## config.mk

```make
export PLATFORM = sky130hd
export DESIGN_NAME = sync_slave_beam_timer_top
export DESIGN_NICKNAME = d
export VERILOG_FILES = /design/src/rtl/sbt_pkg.sv /design/src/rtl/sbt_mul.sv /design/src/rtl/sync_slave_beam_timer_top.sv
export SDC_FILE = /design/constraint.sdc
export NUM_CORES = 2
export LEC_CHECK = 0
export BUFFER_PORTS_ARGS = -buffer_cell sky130_fd_sc_hd__clkbuf_2
export CAP_MARGIN = 15
export CORE_MARGIN = 2
export CORE_UTILIZATION = 60
export DETAILED_ROUTE_END_ITERATION = 10
export GPL_TIMING_DRIVEN = 0
export PLACE_DENSITY = 0.78
export SYNTH_ARGS = -nofsm -noshare
export SYNTH_HDL_FRONTEND = slang
export SYNTH_SLANG_ARGS = --single-unit
```

## constraint.sdc

```tcl
create_clock -name clk -period 13.2 [get_ports clk]
set_input_delay 0.66 -clock clk [delete_from_list [all_inputs] [get_ports clk]]
set_output_delay 0.66 -clock clk [all_outputs]
set_load 0.05 [all_outputs]
```

## src/rtl/sbt_pkg.sv

```systemverilog
`default_nettype none

package sbt_pkg;

    localparam int WINDOW  = 5;
    localparam int POS_W   = $clog2(WINDOW);
    localparam int SUM_W   = 32 + POS_W;

    localparam int IN_W    = 112;
    localparam int OUT_W   = 144;
    localparam int CFG_W   = 20;
    localparam int CFG_IDX_W = 3;
    localparam int PROD_W  = 48;
    localparam int ACC_W   = 49;
    localparam int INTEG_W = 34;

    localparam logic [9:0]  DROP_MARGIN_RST    = 10'd7;
    localparam logic [19:0] REFRESH_PERIOD_RST = 20'd5000;
    localparam logic [15:0] LATENCY_RST        = 16'd1500;
    localparam logic [19:0] READY_LIMIT_RST    = 20'd1000;
    localparam logic [15:0] PROP_GAIN_RST      = 16'd39322;
    localparam logic [15:0] INT_GAIN_RST       = 16'd2621;
    localparam logic [19:0] INTEGRAL_LIMIT_RST = 20'd100000;
    localparam logic [19:0] INT_LIMIT_MAX      = 20'd131071;
    localparam logic [9:0]  BASELINE_RST       = 10'd512;

    typedef enum logic [1:0] {
        OP_LASER = 2'd0,
        OP_SYNC  = 2'd1,
        OP_EVENT = 2'd2
    } op_t;

    typedef enum logic [CFG_IDX_W-1:0] {
        CFG_DROP_MARGIN    = 3'd0,
        CFG_REFRESH_PERIOD = 3'd1,
        CFG_LATENCY        = 3'd2,
        CFG_READY_LIMIT    = 3'd3,
        CFG_PROP_GAIN      = 3'd4,
        CFG_INT_GAIN       = 3'd5,
        CFG_INTEGRAL_LIMIT = 3'd6
    } cfg_idx_t;

    typedef enum logic [8:0] {
        ST_IDLE   = 9'b000000001,
        ST_EXEC   = 9'b000000010,
        ST_ERR    = 9'b000000100,
        ST_MUL_I  = 9'b000001000,
        ST_ACC    = 9'b000010000,
        ST_CORR   = 9'b000100000,
        ST_SUM    = 9'b001000000,
        ST_CMP    = 9'b010000000,
        ST_FINISH = 9'b100000000
    } state_t;

endpackage

`default_nettype wire

```

## src/rtl/sbt_mul.sv

```systemverilog
`default_nettype none

module sbt_mul import sbt_pkg::*; (
    input  logic                     clk,
    input  logic                     en,
    input  logic signed [31:0]       a,
    input  logic [15:0]              b,
    output logic signed [PROD_W-1:0] prod_reg
);

    logic signed [PROD_W:0] full;

    always_comb
    begin
        full = a * $signed({1'b0, b});
    end

    always_ff @(posedge clk)
    begin
        if (en)
        begin
            prod_reg <= full[PROD_W-1:0];
        end
    end

endmodule

`default_nettype wire

```

## src/rtl/sync_slave_beam_timer_top.sv

```systemverilog
// Sync slave beam timer.
// Input channel s_*: one item per packet or converter sample; s_tuser is the
// operation (laser sample, sync, event), s_tdata the times and level.
// Output channel m_*: one status item per input item; m_tuser marks an echo.
// Configuration: cfg_we writes cfg_wdata into register cfg_index at once.
// Timing: laser, event, unused and first sync items go from the execute state
// straight to the finish state. A later sync with nonzero error makes two
// passes through the shared 32x16 multiplier, in states MUL_I and ACC; a zero
// error skips them. A sync that closes the window then adds the window one
// entry per cycle and compares. s_tready is high only while the sequencer
// idles, which it enters in the same cycle as the result turns valid.
// The result sits in an output register, so the next item is accepted while
// it waits; a stalled receiver holds m_tdata and delays only the finish of
// the following item.
// Reset: time base, servo, window, baseline (512) and counters return to
// their initial values and the configuration registers take their default settings.
`default_nettype none

module sync_slave_beam_timer_top import sbt_pkg::*; (
    input  logic                 clk,
    input  logic                 rst_n,
    input  logic                 s_tvalid,
    output logic                 s_tready,
    input  logic [IN_W-1:0]      s_tdata,   // packet_time, now_us, now_ms, laser_level
    input  logic [1:0]           s_tuser,   // operation
    output logic                 m_tvalid,
    input  logic                 m_tready,
    output logic [OUT_W-1:0]     m_tdata,   // synced, ready_res, sync_error, reaction_us,
                                            // beam_state, baseline_level, echo_time, time_base
    output logic                 m_tuser,   // echo_valid
    input  logic                 cfg_we,
    input  logic [CFG_IDX_W-1:0] cfg_index,
    input  logic [CFG_W-1:0]     cfg_wdata
);

    logic [9:0]  drop_margin_reg;
    logic [19:0] refresh_reg;
    logic [15:0] latency_reg;
    logic [19:0] rlimit_reg;
    logic [15:0] pgain_reg;
    logic [15:0] igain_reg;
    logic [19:0] ilimit_reg;

    logic [1:0]  op_reg;
    logic [31:0] ptime_reg;
    logic [31:0] nowus_reg;
    logic [31:0] nowms_reg;
    logic [9:0]  level_reg;

    state_t state_reg, state_next;
    logic [31:0] base_reg, base_next;
    logic        synced_reg, synced_next;
    logic signed [INTEG_W-1:0] integ_reg, integ_next;
    logic [31:0] win_reg [WINDOW];
    logic [31:0] win_next [WINDOW];
    logic [POS_W-1:0] pos_reg, pos_next;
    logic        ready_reg, ready_next;
    logic [31:0] lasterr_reg, lasterr_next;
    logic [9:0]  baseline_reg, baseline_next;
    logic [31:0] lastref_reg, lastref_next;
    logic        broken_reg, broken_next;
    logic [31:0] evtime_reg, evtime_next;
    logic [31:0] evseen_reg, evseen_next;
    logic [31:0] evtimed_reg, evtimed_next;
    logic [31:0] react_reg, react_next;
    logic [31:0] err_reg, err_next;
    logic        wrap_reg, wrap_next;
    logic        echo_reg, echo_next;
    logic [SUM_W-1:0] sum_reg, sum_next;
    logic [POS_W-1:0] idx_reg, idx_next;

    logic             m_valid_reg, m_valid_next;
    logic [OUT_W-1:0] mdata_reg;
    logic             muser_reg;
    logic             out_load;

    logic signed [PROD_W-1:0] prod_reg;
    logic                     mul_en;
    logic [15:0]              mul_gain;

    logic [31:0]        diff_ms;
    logic               refresh;
    logic [9:0]         base_lvl;
    logic signed [11:0] thr;
    logic               below;
    logic [31:0]        err_calc;
    logic [31:0]        mag;
    logic [POS_W-1:0]   pos_inc;
    logic [16:0]        lim17;
    logic signed [ACC_W-1:0] lim;
    logic signed [ACC_W-1:0] integ_ext;
    logic signed [ACC_W-1:0] prod_ext;
    logic signed [ACC_W-1:0] acc_sum;
    logic signed [ACC_W-1:0] corr_up;
    logic [SUM_W-1:0]   ready_bound;

    assign s_tready = (state_reg == ST_IDLE);
    assign m_tvalid = m_valid_reg;
    assign m_tdata  = mdata_reg;
    assign m_tuser  = muser_reg;

    assign mul_en   = (state_reg == ST_MUL_I) || (state_reg == ST_ACC);
    assign mul_gain = (state_reg == ST_ACC) ? pgain_reg : igain_reg;

    sbt_mul u_mul (
        .clk      (clk),
        .en       (mul_en),
        .a        ($signed(err_reg)),
        .b        (mul_gain),
        .prod_reg (prod_reg)
    );

    always_comb
    begin
        diff_ms  = nowms_reg - lastref_reg;
        refresh  = diff_ms > {12'd0, refresh_reg};
        base_lvl = refresh ? level_reg : baseline_reg;
        thr      = $signed({2'b00, base_lvl}) - $signed({2'b00, drop_margin_reg});
        below    = $signed({2'b00, level_reg}) < thr;
        err_calc = ptime_reg - nowus_reg + base_reg;
        mag      = err_reg[31] ? (~err_reg + 32'd1) : err_reg;
        pos_inc  = (pos_reg == POS_W'(WINDOW - 1)) ? '0 : pos_reg + 1'b1;
        lim17    = (ilimit_reg > INT_LIMIT_MAX) ? INT_LIMIT_MAX[16:0] : ilimit_reg[16:0];
        lim      = $signed({16'd0, lim17, 16'd0});
        integ_ext = {{(ACC_W - INTEG_W){integ_reg[INTEG_W-1]}}, integ_reg};
        prod_ext  = {{(ACC_W - PROD_W){prod_reg[PROD_W-1]}}, prod_reg};
        acc_sum   = integ_ext + prod_ext;
        corr_up   = prod_ext + integ_ext + ACC_W'(65535);
        ready_bound = SUM_W'(rlimit_reg) * SUM_W'(WINDOW);
    end

    always_comb
    begin
        state_next    = state_reg;
        base_next     = base_reg;
        synced_next   = synced_reg;
        integ_next    = integ_reg;
        win_next      = win_reg;
        pos_next      = pos_reg;
        ready_next    = ready_reg;
        lasterr_next  = lasterr_reg;
        baseline_next = baseline_reg;
        lastref_next  = lastref_reg;
        broken_next   = broken_reg;
        evtime_next   = evtime_reg;
        evseen_next   = evseen_reg;
        evtimed_next  = evtimed_reg;
        react_next    = react_reg;
        err_next      = err_reg;
        wrap_next     = wrap_reg;
        echo_next     = echo_reg;
        sum_next      = sum_reg;
        idx_next      = idx_reg;
        out_load      = 1'b0;

        case (state_reg)
            ST_IDLE:
            begin
                if (s_tvalid)
                begin
                    state_next = ST_EXEC;
                end
            end
            ST_EXEC:
            begin
                echo_next  = 1'b0;
                state_next = ST_FINISH;
                case (op_reg)
                    OP_LASER:
                    begin
                        if (refresh)
                        begin
                            baseline_next = level_reg;
                            lastref_next  = nowms_reg;
                        end
                        if (!broken_reg && below)
                        begin
                            broken_next = 1'b1;
                            if ((evtime_reg != 32'd0) && (evseen_reg - 32'd1 == evtimed_reg))
                            begin
                                react_next   = nowus_reg - base_reg - evtime_reg;
                                evtimed_next = evtimed_reg + 32'd1;
                            end
                        end
                        else if (broken_reg && !below)
                        begin
                            broken_next = 1'b0;
                        end
                    end
                    OP_SYNC:
                    begin
                        if (!synced_reg)
                        begin
                            base_next   = nowus_reg - ptime_reg - {16'd0, latency_reg};
                            synced_next = 1'b1;
                        end
                        else
                        begin
                            err_next   = err_calc;
                            state_next = ST_ERR;
                        end
                    end
                    OP_EVENT:
                    begin
                        evtime_next = ptime_reg;
                        evseen_next = evseen_reg + 32'd1;
                        echo_next   = 1'b1;
                    end
                    default:
                    begin
                        echo_next = 1'b0;
                    end
                endcase
            end
            ST_ERR:
            begin
                lasterr_next      = err_reg;
                win_next[pos_reg] = mag;
                pos_next          = pos_inc;
                wrap_next         = (pos_inc == '0);
                sum_next          = '0;
                idx_next          = '0;
                if (err_reg != 32'd0)
                begin
                    state_next = ST_MUL_I;
                end
                else if (pos_inc == '0)
                begin
                    state_next = ST_SUM;
                end
                else
                begin
                    state_next = ST_FINISH;
                end
            end
            ST_MUL_I:
            begin
                state_next = ST_ACC;
            end
            ST_ACC:
            begin
                if (acc_sum > lim)
                begin
                    integ_next = lim[INTEG_W-1:0];
                end
                else if (acc_sum < -lim)
                begin
                    integ_next = INTEG_W'(-lim);
                end
                else
                begin
                    integ_next = acc_sum[INTEG_W-1:0];
                end
                state_next = ST_CORR;
            end
            ST_CORR:
            begin
                base_next  = base_reg - corr_up[47:16];
                state_next = wrap_reg ? ST_SUM : ST_FINISH;
            end
            ST_SUM:
            begin
                sum_next = sum_reg + SUM_W'(win_reg[idx_reg]);
                if (idx_reg == POS_W'(WINDOW - 1))
                begin
                    state_next = ST_CMP;
                end
                else
                begin
                    idx_next = idx_reg + 1'b1;
                end
            end
            ST_CMP:
            begin
                ready_next = sum_reg < ready_bound;
                state_next = ST_FINISH;
            end
            ST_FINISH:
            begin
                if (!m_valid_reg || m_tready)
                begin
                    out_load   = 1'b1;
                    state_next = ST_IDLE;
                end
            end
            default:
            begin
                state_next = ST_IDLE;
            end
        endcase

        if (out_load)
        begin
            m_valid_next = 1'b1;
        end
        else if (m_tready)
        begin
            m_valid_next = 1'b0;
        end
        else
        begin
            m_valid_next = m_valid_reg;
        end
    end

    always_ff @(posedge clk or negedge rst_n)
    begin
        if (!rst_n)
        begin
            drop_margin_reg <= DROP_MARGIN_RST;
            refresh_reg     <= REFRESH_PERIOD_RST;
            latency_reg     <= LATENCY_RST;
            rlimit_reg      <= READY_LIMIT_RST;
            pgain_reg       <= PROP_GAIN_RST;
            igain_reg       <= INT_GAIN_RST;
            ilimit_reg      <= INTEGRAL_LIMIT_RST;
        end
        else if (cfg_we)
        begin
            case (cfg_index)
                CFG_DROP_MARGIN:    drop_margin_reg <= cfg_wdata[9:0];
                CFG_REFRESH_PERIOD: refresh_reg     <= cfg_wdata;
                CFG_LATENCY:        latency_reg     <= cfg_wdata[15:0];
                CFG_READY_LIMIT:    rlimit_reg      <= cfg_wdata;
                CFG_PROP_GAIN:      pgain_reg       <= cfg_wdata[15:0];
                CFG_INT_GAIN:       igain_reg       <= cfg_wdata[15:0];
                CFG_INTEGRAL_LIMIT: ilimit_reg      <= cfg_wdata;
                default:            ilimit_reg      <= ilimit_reg;
            endcase
        end
    end

    always_ff @(posedge clk or negedge rst_n)
    begin
        if (!rst_n)
        begin
            state_reg    <= ST_IDLE;
            base_reg     <= '0;
            synced_reg   <= 1'b0;
            integ_reg    <= '0;
            for (int i = 0; i < WINDOW; i++)
            begin
                win_reg[i] <= '0;
            end
            pos_reg      <= '0;
            ready_reg    <= 1'b0;
            lasterr_reg  <= '0;
            baseline_reg <= BASELINE_RST;
            lastref_reg  <= '0;
            broken_reg   <= 1'b0;
            evtime_reg   <= '0;
            evseen_reg   <= '0;
            evtimed_reg  <= '0;
            react_reg    <= '0;
            wrap_reg     <= 1'b0;
            echo_reg     <= 1'b0;
            idx_reg      <= '0;
            m_valid_reg  <= 1'b0;
        end
        else
        begin
            state_reg    <= state_next;
            base_reg     <= base_next;
            synced_reg   <= synced_next;
            integ_reg    <= integ_next;
            win_reg      <= win_next;
            pos_reg      <= pos_next;
            ready_reg    <= ready_next;
            lasterr_reg  <= lasterr_next;
            baseline_reg <= baseline_next;
            lastref_reg  <= lastref_next;
            broken_reg   <= broken_next;
            evtime_reg   <= evtime_next;
            evseen_reg   <= evseen_next;
            evtimed_reg  <= evtimed_next;
            react_reg    <= react_next;
            wrap_reg     <= wrap_next;
            echo_reg     <= echo_next;
            idx_reg      <= idx_next;
            m_valid_reg  <= m_valid_next;
        end
    end

    always_ff @(posedge clk)
    begin
        err_reg <= err_next;
        sum_reg <= sum_next;
        if (s_tvalid && s_tready)
        begin
            op_reg    <= s_tuser;
            ptime_reg <= s_tdata[31:0];
            nowus_reg <= s_tdata[63:32];
            nowms_reg <= s_tdata[95:64];
            level_reg <= s_tdata[105:96];
        end
        if (out_load)
        begin
            mdata_reg <= {3'd0, base_reg, (echo_reg ? ptime_reg : 32'd0), baseline_reg,
                          broken_reg, react_reg, lasterr_reg, ready_reg, synced_reg};
            muser_reg <= echo_reg;
        end
    end

endmodule

`default_nettype wire

```

Yosys cells after proc, flatten, opt, wreduce, memory -nomap -nowiden
Cells that the tools add are included.

storage, ports and cells
  register bits after elaboration = 932
  input bits = 142
  output and inout bits = 147

cells by class
  $add $sub $neg = 19
  multiply operators = 2
  magnitude comparators = 9
  equal/unequal tests = 26
  mux-type cells = 35
  bitwise logic cells = 3
  reductions and logical operators = 36

operators by type and width
  operator                                                          number
  32-bit 2-to-1 mux                                                 6
  32-bit subtractor                                                 6
  160-bit bitwise mux                                               1
  32-bit by 1-bit adder with 32-bit output, second input constant   3
  32-bit binary-select mux with 3-bit select                        1
  32-bit demux with 3-bit select                                    1
  9-bit one-hot mux with 9 select lines                             1
  9-bit 2-to-1 mux                                                  8
  35-bit one-hot mux with 2 select lines                            1
  34-bit 2-to-1 mux                                                 2
  32-bit one-hot mux with 2 select lines                            1
  32-bit nonzero test                                               2
  48-bit by 34-bit adder with 49-bit output                         1
  49-bit by 34-bit > comparator with 1-bit output                   1
  49-bit < comparator                                               1
  33-bit negator with 49-bit output                                 1
  48-bit by 17-bit adder with 48-bit output, second input constant  1
  32-bit by 17-bit multiplier with 48-bit output                    1
  35-bit by 32-bit adder with 35-bit output                         1
  35-bit by 23-bit < comparator with 1-bit output                   1
  32-bit adder                                                      1
  32-bit equality test                                              1
  32-bit by 20-bit > comparator with 1-bit output                   1
  32-bit inverter                                                   1
  other kinds (40)                                                  85

Logic depth before layout (Yosys ltp)
  word-level depth = 9
  depth in mapped cells = 50
  mapped depth without buffers = 47

Cells and area by module
A second synthesis with hierarchy kept.

unflattened totals
  cell total of the unflattened synthesis = 7,629
  area total of the unflattened synthesis = 74,164.9 µm²

modules (own cells, without submodules)
  module                     instances  cells each  area each (µm²)  sequential area each (µm²)
  sync_slave_beam_timer_top  1          5,539       54,882.6         23,762.8
  sbt_mul                    1          2,090       19,282.2         1,441.4

Worst setup path after synthesis
No wires, ideal clock.

  kind = reg2reg
  from = reg nowms_reg[4]
  to = reg evtimed_reg[7]
  setup time = 124 ps
  data arrival time = 9,114 ps
  required time = 13,076 ps
  path slack = 3,962 ps
  stages on the path, launching flop included = 43
  path buffers = 2
  clock period less this slack = 9,238 ps
  path through = edfxtp_1 > ha_1 > a21oi_1 > nor3b_1 > a2111oi_0 > a211oi_1 > o21ai_0 > nand2b_1 > xor2_1 > ha_1 > a21o_1 > a221o_1 > a21oi_1 > a22o_1 > nand4_1 > a2111o_1 > nor4_1 > clkbuf_1 > [... 7 more ...] > a21o_1 > a21o_1 > a21o_1 > a21oi_1 > xor2_1 > ha_1 > a211oi_1 > ha_1 > nand4_1 > nor4_1 > nand2_1 > or4_1 > nor4_1 > nand4_1 > or3_1 > buf_2 > or3_1 > xnor2_1

between the ends
  longest elaborated chain between the ends = 7

RTL lines
  item                                             line                              RTL
  start, declared                                  sync_slave_beam_timer_top.sv:47   logic [31:0] nowms_reg;
  start signal, assigned                           sync_slave_beam_timer_top.sv:393  nowms_reg <= s_tdata[95:64];
  32-bit subtractor                                sync_slave_beam_timer_top.sv:115  diff_ms = nowms_reg - lastref_reg;
  32-bit by 20-bit > comparator with 1-bit output  sync_slave_beam_timer_top.sv:116  refresh = diff_ms > {12'd0, refresh_reg};
  10-bit 2-to-1 mux                                n/a
  net base_lvl[1]                                  sync_slave_beam_timer_top.sv:83   logic [9:0] base_lvl;
  10-bit by 10-bit subtractor with 11-bit output   sync_slave_beam_timer_top.sv:118  thr = $signed({2'b00, base_lvl}) - $signed({2'b00, drop_margin_reg});
  11-bit < comparator                              sync_slave_beam_timer_top.sv:119  below = $signed({2'b00, level_reg}) < thr;
  1-bit logical AND                                sync_slave_beam_timer_top.sv:176  if (!broken_reg && below)
  4-bit AND reduction (no source line)             n/a
  end signal, assigned                             sync_slave_beam_timer_top.sv:375  evtimed_reg <= evtimed_next;
  end, declared                                    sync_slave_beam_timer_top.sv:64   logic [31:0] evtimed_reg, evtimed_next;

The timed path passes the listed nets, and every way through them passes these cells.
A chain may end at the register's enable or synchronous reset.

Worst setup path in the final report
  from = reg nowms_reg[4]
  to = reg evtimed_reg[10]

Same word-level chain as after synthesis.

==> summary.txt <==
Status -> completed
Design area -> 0.08084 mm²
Post_cts resized -> 0
Die area -> 0.1254 mm²
Met3 WL -> 18040 µm
Initial antenna violation count -> 22
Worst Path Required -> 13.85 ns
Placed insts -> 9429
Worst hold path endpoint -> ptime_reg[24]
Post-detailed-route wirelength per cell -> 21.82 µm
Total wire length -> 210300 µm
Port bufs -> 277
Final Instance Count excl. Fillers -> 9636
Post-synth ARST share -> 60.84%
Max cap viols -> 0
Largest net degree at the start of global routing -> 112
# rows -> 128
Util after Layout -> 66.42%
Grt ovf -> 0
CTS tree -> done
Synth top area cells -> dfrtp_1 (18%), fa_1 (15%), edfxtp_1 (15%)
Max Clk Rate -> 0.08156 GHz
CTS clock-pin slew for the worst setup and hold paths -> 0.06 ns
Placer Congestion -> 0.9829
Initial drt markers -> 5531
Max FFs per register -> 160
Synth Warn # -> 0
Tcrit/Tclk final -> 92.89%
Most used cell, CP -> a21o_1
Final antenna-violating net count -> 0
CTS Root Buffer Type -> clkbuf_16
Startpoint Class -> register
Initial core utilization -> 60.44%
Post-synth top flop -> dfrtp_1
Clock sinks -> 932
H-Tree Depth -> 3
Worst slew margin -> 11.52%
Max incr delay on CP -> 0.72 ns
Share of layout cells above drive strength 1 -> 9.615%
Final setup viols -> 0
Worst-skew pair later-pin latency -> 0.75 ns
EDFF count, synth -> 365
Post-synthesis sequential area ratio -> 34.26%
R2R setup slack -> 0.94 ns
Setup CP Type -> register to register
Synth Area per Inst -> 9.797 µm²
DR WL met2 -> 97800 µm
Core Area -> 0.1217 mm²
Peak fanout along the critical path -> 10
Crit path DAT -> 12.91 ns
DR vias -> 57790
Tmin final -> 12.26 ns
Vias in the first global route -> 58020
Die Ht -> 354.2 µm
Tightest Hold Check Type -> primary input to register
Horiz. Die Dim -> 354.2 µm
Drt drc -> 0
Worst reg-to-reg path cell count -> 42
Clock skew -> 0.05536 ns
Reg2reg end -> evtimed_reg[10]
Max-slew violations -> 0
Num CTS Buffers -> 100
DRT Pass-1 Iters -> 9
Vias per inst -> 5.997
Hpwl dp -> 165600 µm
Post-synth top area share -> 17.79%
Longest Clk Path Bufs -> 3
Met1 WL -> 80560 µm
GRT Util Overall -> 33.68%
Worst setup EP type -> register
RSZ-0062 raised after global routing -> false
Reg-to-reg critical path startpoint -> nowms_reg[4]
Number of synthesized register bits -> 932
Synth area leader -> dfrtp_1
Synth unique cells -> 99
Placed Area -> 0.07735 mm²
Filler Cell Count -> 9401
Synth-to-layout area growth -> 9.892%
First-pass GRT wire length -> 325900 µm
Hold-critical path depth -> 1
Top Metal Used -> met5
Io pins -> 289
Crit-path slowest cell -> nor3_1
Setup TNS Final -> 0 ns
Final #Nets -> 9164
Synthesized area -> 0.07357 mm²
Worst-Margin Slew -> 1.327 ns
Cells after synthesis -> 7509
Hold Startpoint -> s_tdata[24]
Fin. Hold Viols -> 0
-- worst max-delay path: cells and delay by family, from the launching register on --
kind / cells / cell delay, ns
AND/OR/NAND/NOR: 14 / 4.38
AO/OA/AOI/OAI: 17 / 4.01
adder cells (fa/ha/maj): 5 / 1.49
buffers and inverters: 2 / 0.98
XOR/XNOR: 3 / 0.48
multiplexers: 1 / 0.43
flip-flops: 1 / 0.41
-- synthesized netlist by cell type, types with 13 or more instances --
master     count
a2111oi_0     13
a211o_1       13
a211oi_1      50
a21boi_0      16
a21o_1       127
a21oi_1      284
a22o_1        16
a31oi_1       35
and2_1       120
and3_1        57
clkbuf_1     265
dfrtp_1      523
dfstp_2       44
edfxtp_1     365
fa_1         568
ha_1         542
inv_1        943
mux2_2       145
mux2i_1       19
mux4_2        31
nand2_1     1008
nand2b_1      60
nand3_1      125
nand3b_1      21
nand4_1       60
nor2_1       314
nor2b_1      203
nor3_1       111
nor3b_1       16
nor4_1        32
o211ai_1      28
o21a_1        56
o21ai_0      495
o21bai_1      24
o31ai_1       23
or2_2         23
or3_1         51
or4_1         17
xnor2_1      251
xor2_1       178
-- final cells by class --
cell class | count | area (µm²) | share of cell area, %
clock buffers | 144 | 2778 | 3.436
plain buffers | 293 | 1156 | 1.430
flip-flops and latches | 932 | 25200 | 31.18
repair buffers | 299 | 1778 | 2.199
multi-input cells | 5342 | 43700 | 54.06
well taps | 1625 | 2033 | 2.515
diodes | 13 | 32.53 | 0.04024
inverters | 944 | 3543 | 4.383
clock inverters | 44 | 616.8 | 0.7630
-- cell families after synthesis --
group	synth area share (%)
muxes	3.447
other	0.005097
and+or+nand+nor	14.86
AOI/OAI and AO/OA	11.26
xor gates and xnor gates	5.107
buffers and inverters	6.388
DFF	34.26
adders and majority gates	24.67
-- what timing repair did --
action | in CTS | in global routing
hold endpoints to repair | 67 | 0
hold buffers | 1 | 0
buffers inserted | 0 | 0
-- cells in the final DEF (no fill, tap or decap), types with 284 or more instances in the layout --
cell type and n:
nor2_1 313, dfrtp_1 523, clkbuf_1 298, fa_1 568, ha_1 542, inv_1 943
nand2_1 1007, o21ai_0 495, a21oi_1 284, edfxtp_1 365
-- metrics by stage --
| stage | setup WS (ns) | hold slack, ns |
|---|---|---|
| global placement | -1.679 | 0.4289 |
| CTS | 1.014 | 0.04181 |
| global route | 0.3120 | 0.05369 |
| finish | 0.9388 | 0.08215 |
| floorplan | 3.962 | 0.3644 |
| detailed placement | 1.085 | 0.4278 |
-- layer usage --
metal	up-vias	GRT usage [%]
met5	-	0
met4	6	19.17
met2	2547	54.07
met3	682	6.756
met1	28530	42.80
li1	26030	-
-- how the worst max path moves through the flow --
stage	startpoint	end	cells past startpoint
3_3_place_gp	rst_n	lasterr_reg[18]	1
2_1_floorplan	nowms_reg[4]	evtimed_reg[7]	42
4_1_cts	nowms_reg[4]	evtimed_reg[26]	42
6_report	nowms_reg[4]	evtimed_reg[10]	42
3_5_place_dp	nowms_reg[4]	evtimed_reg[10]	42
5_1_grt	nowms_reg[4]	evtimed_reg[26]	42
Power is left out: the tool's default activity adds up to more than one toggle a clock period on the data nets, which glitch-free logic cannot reach.
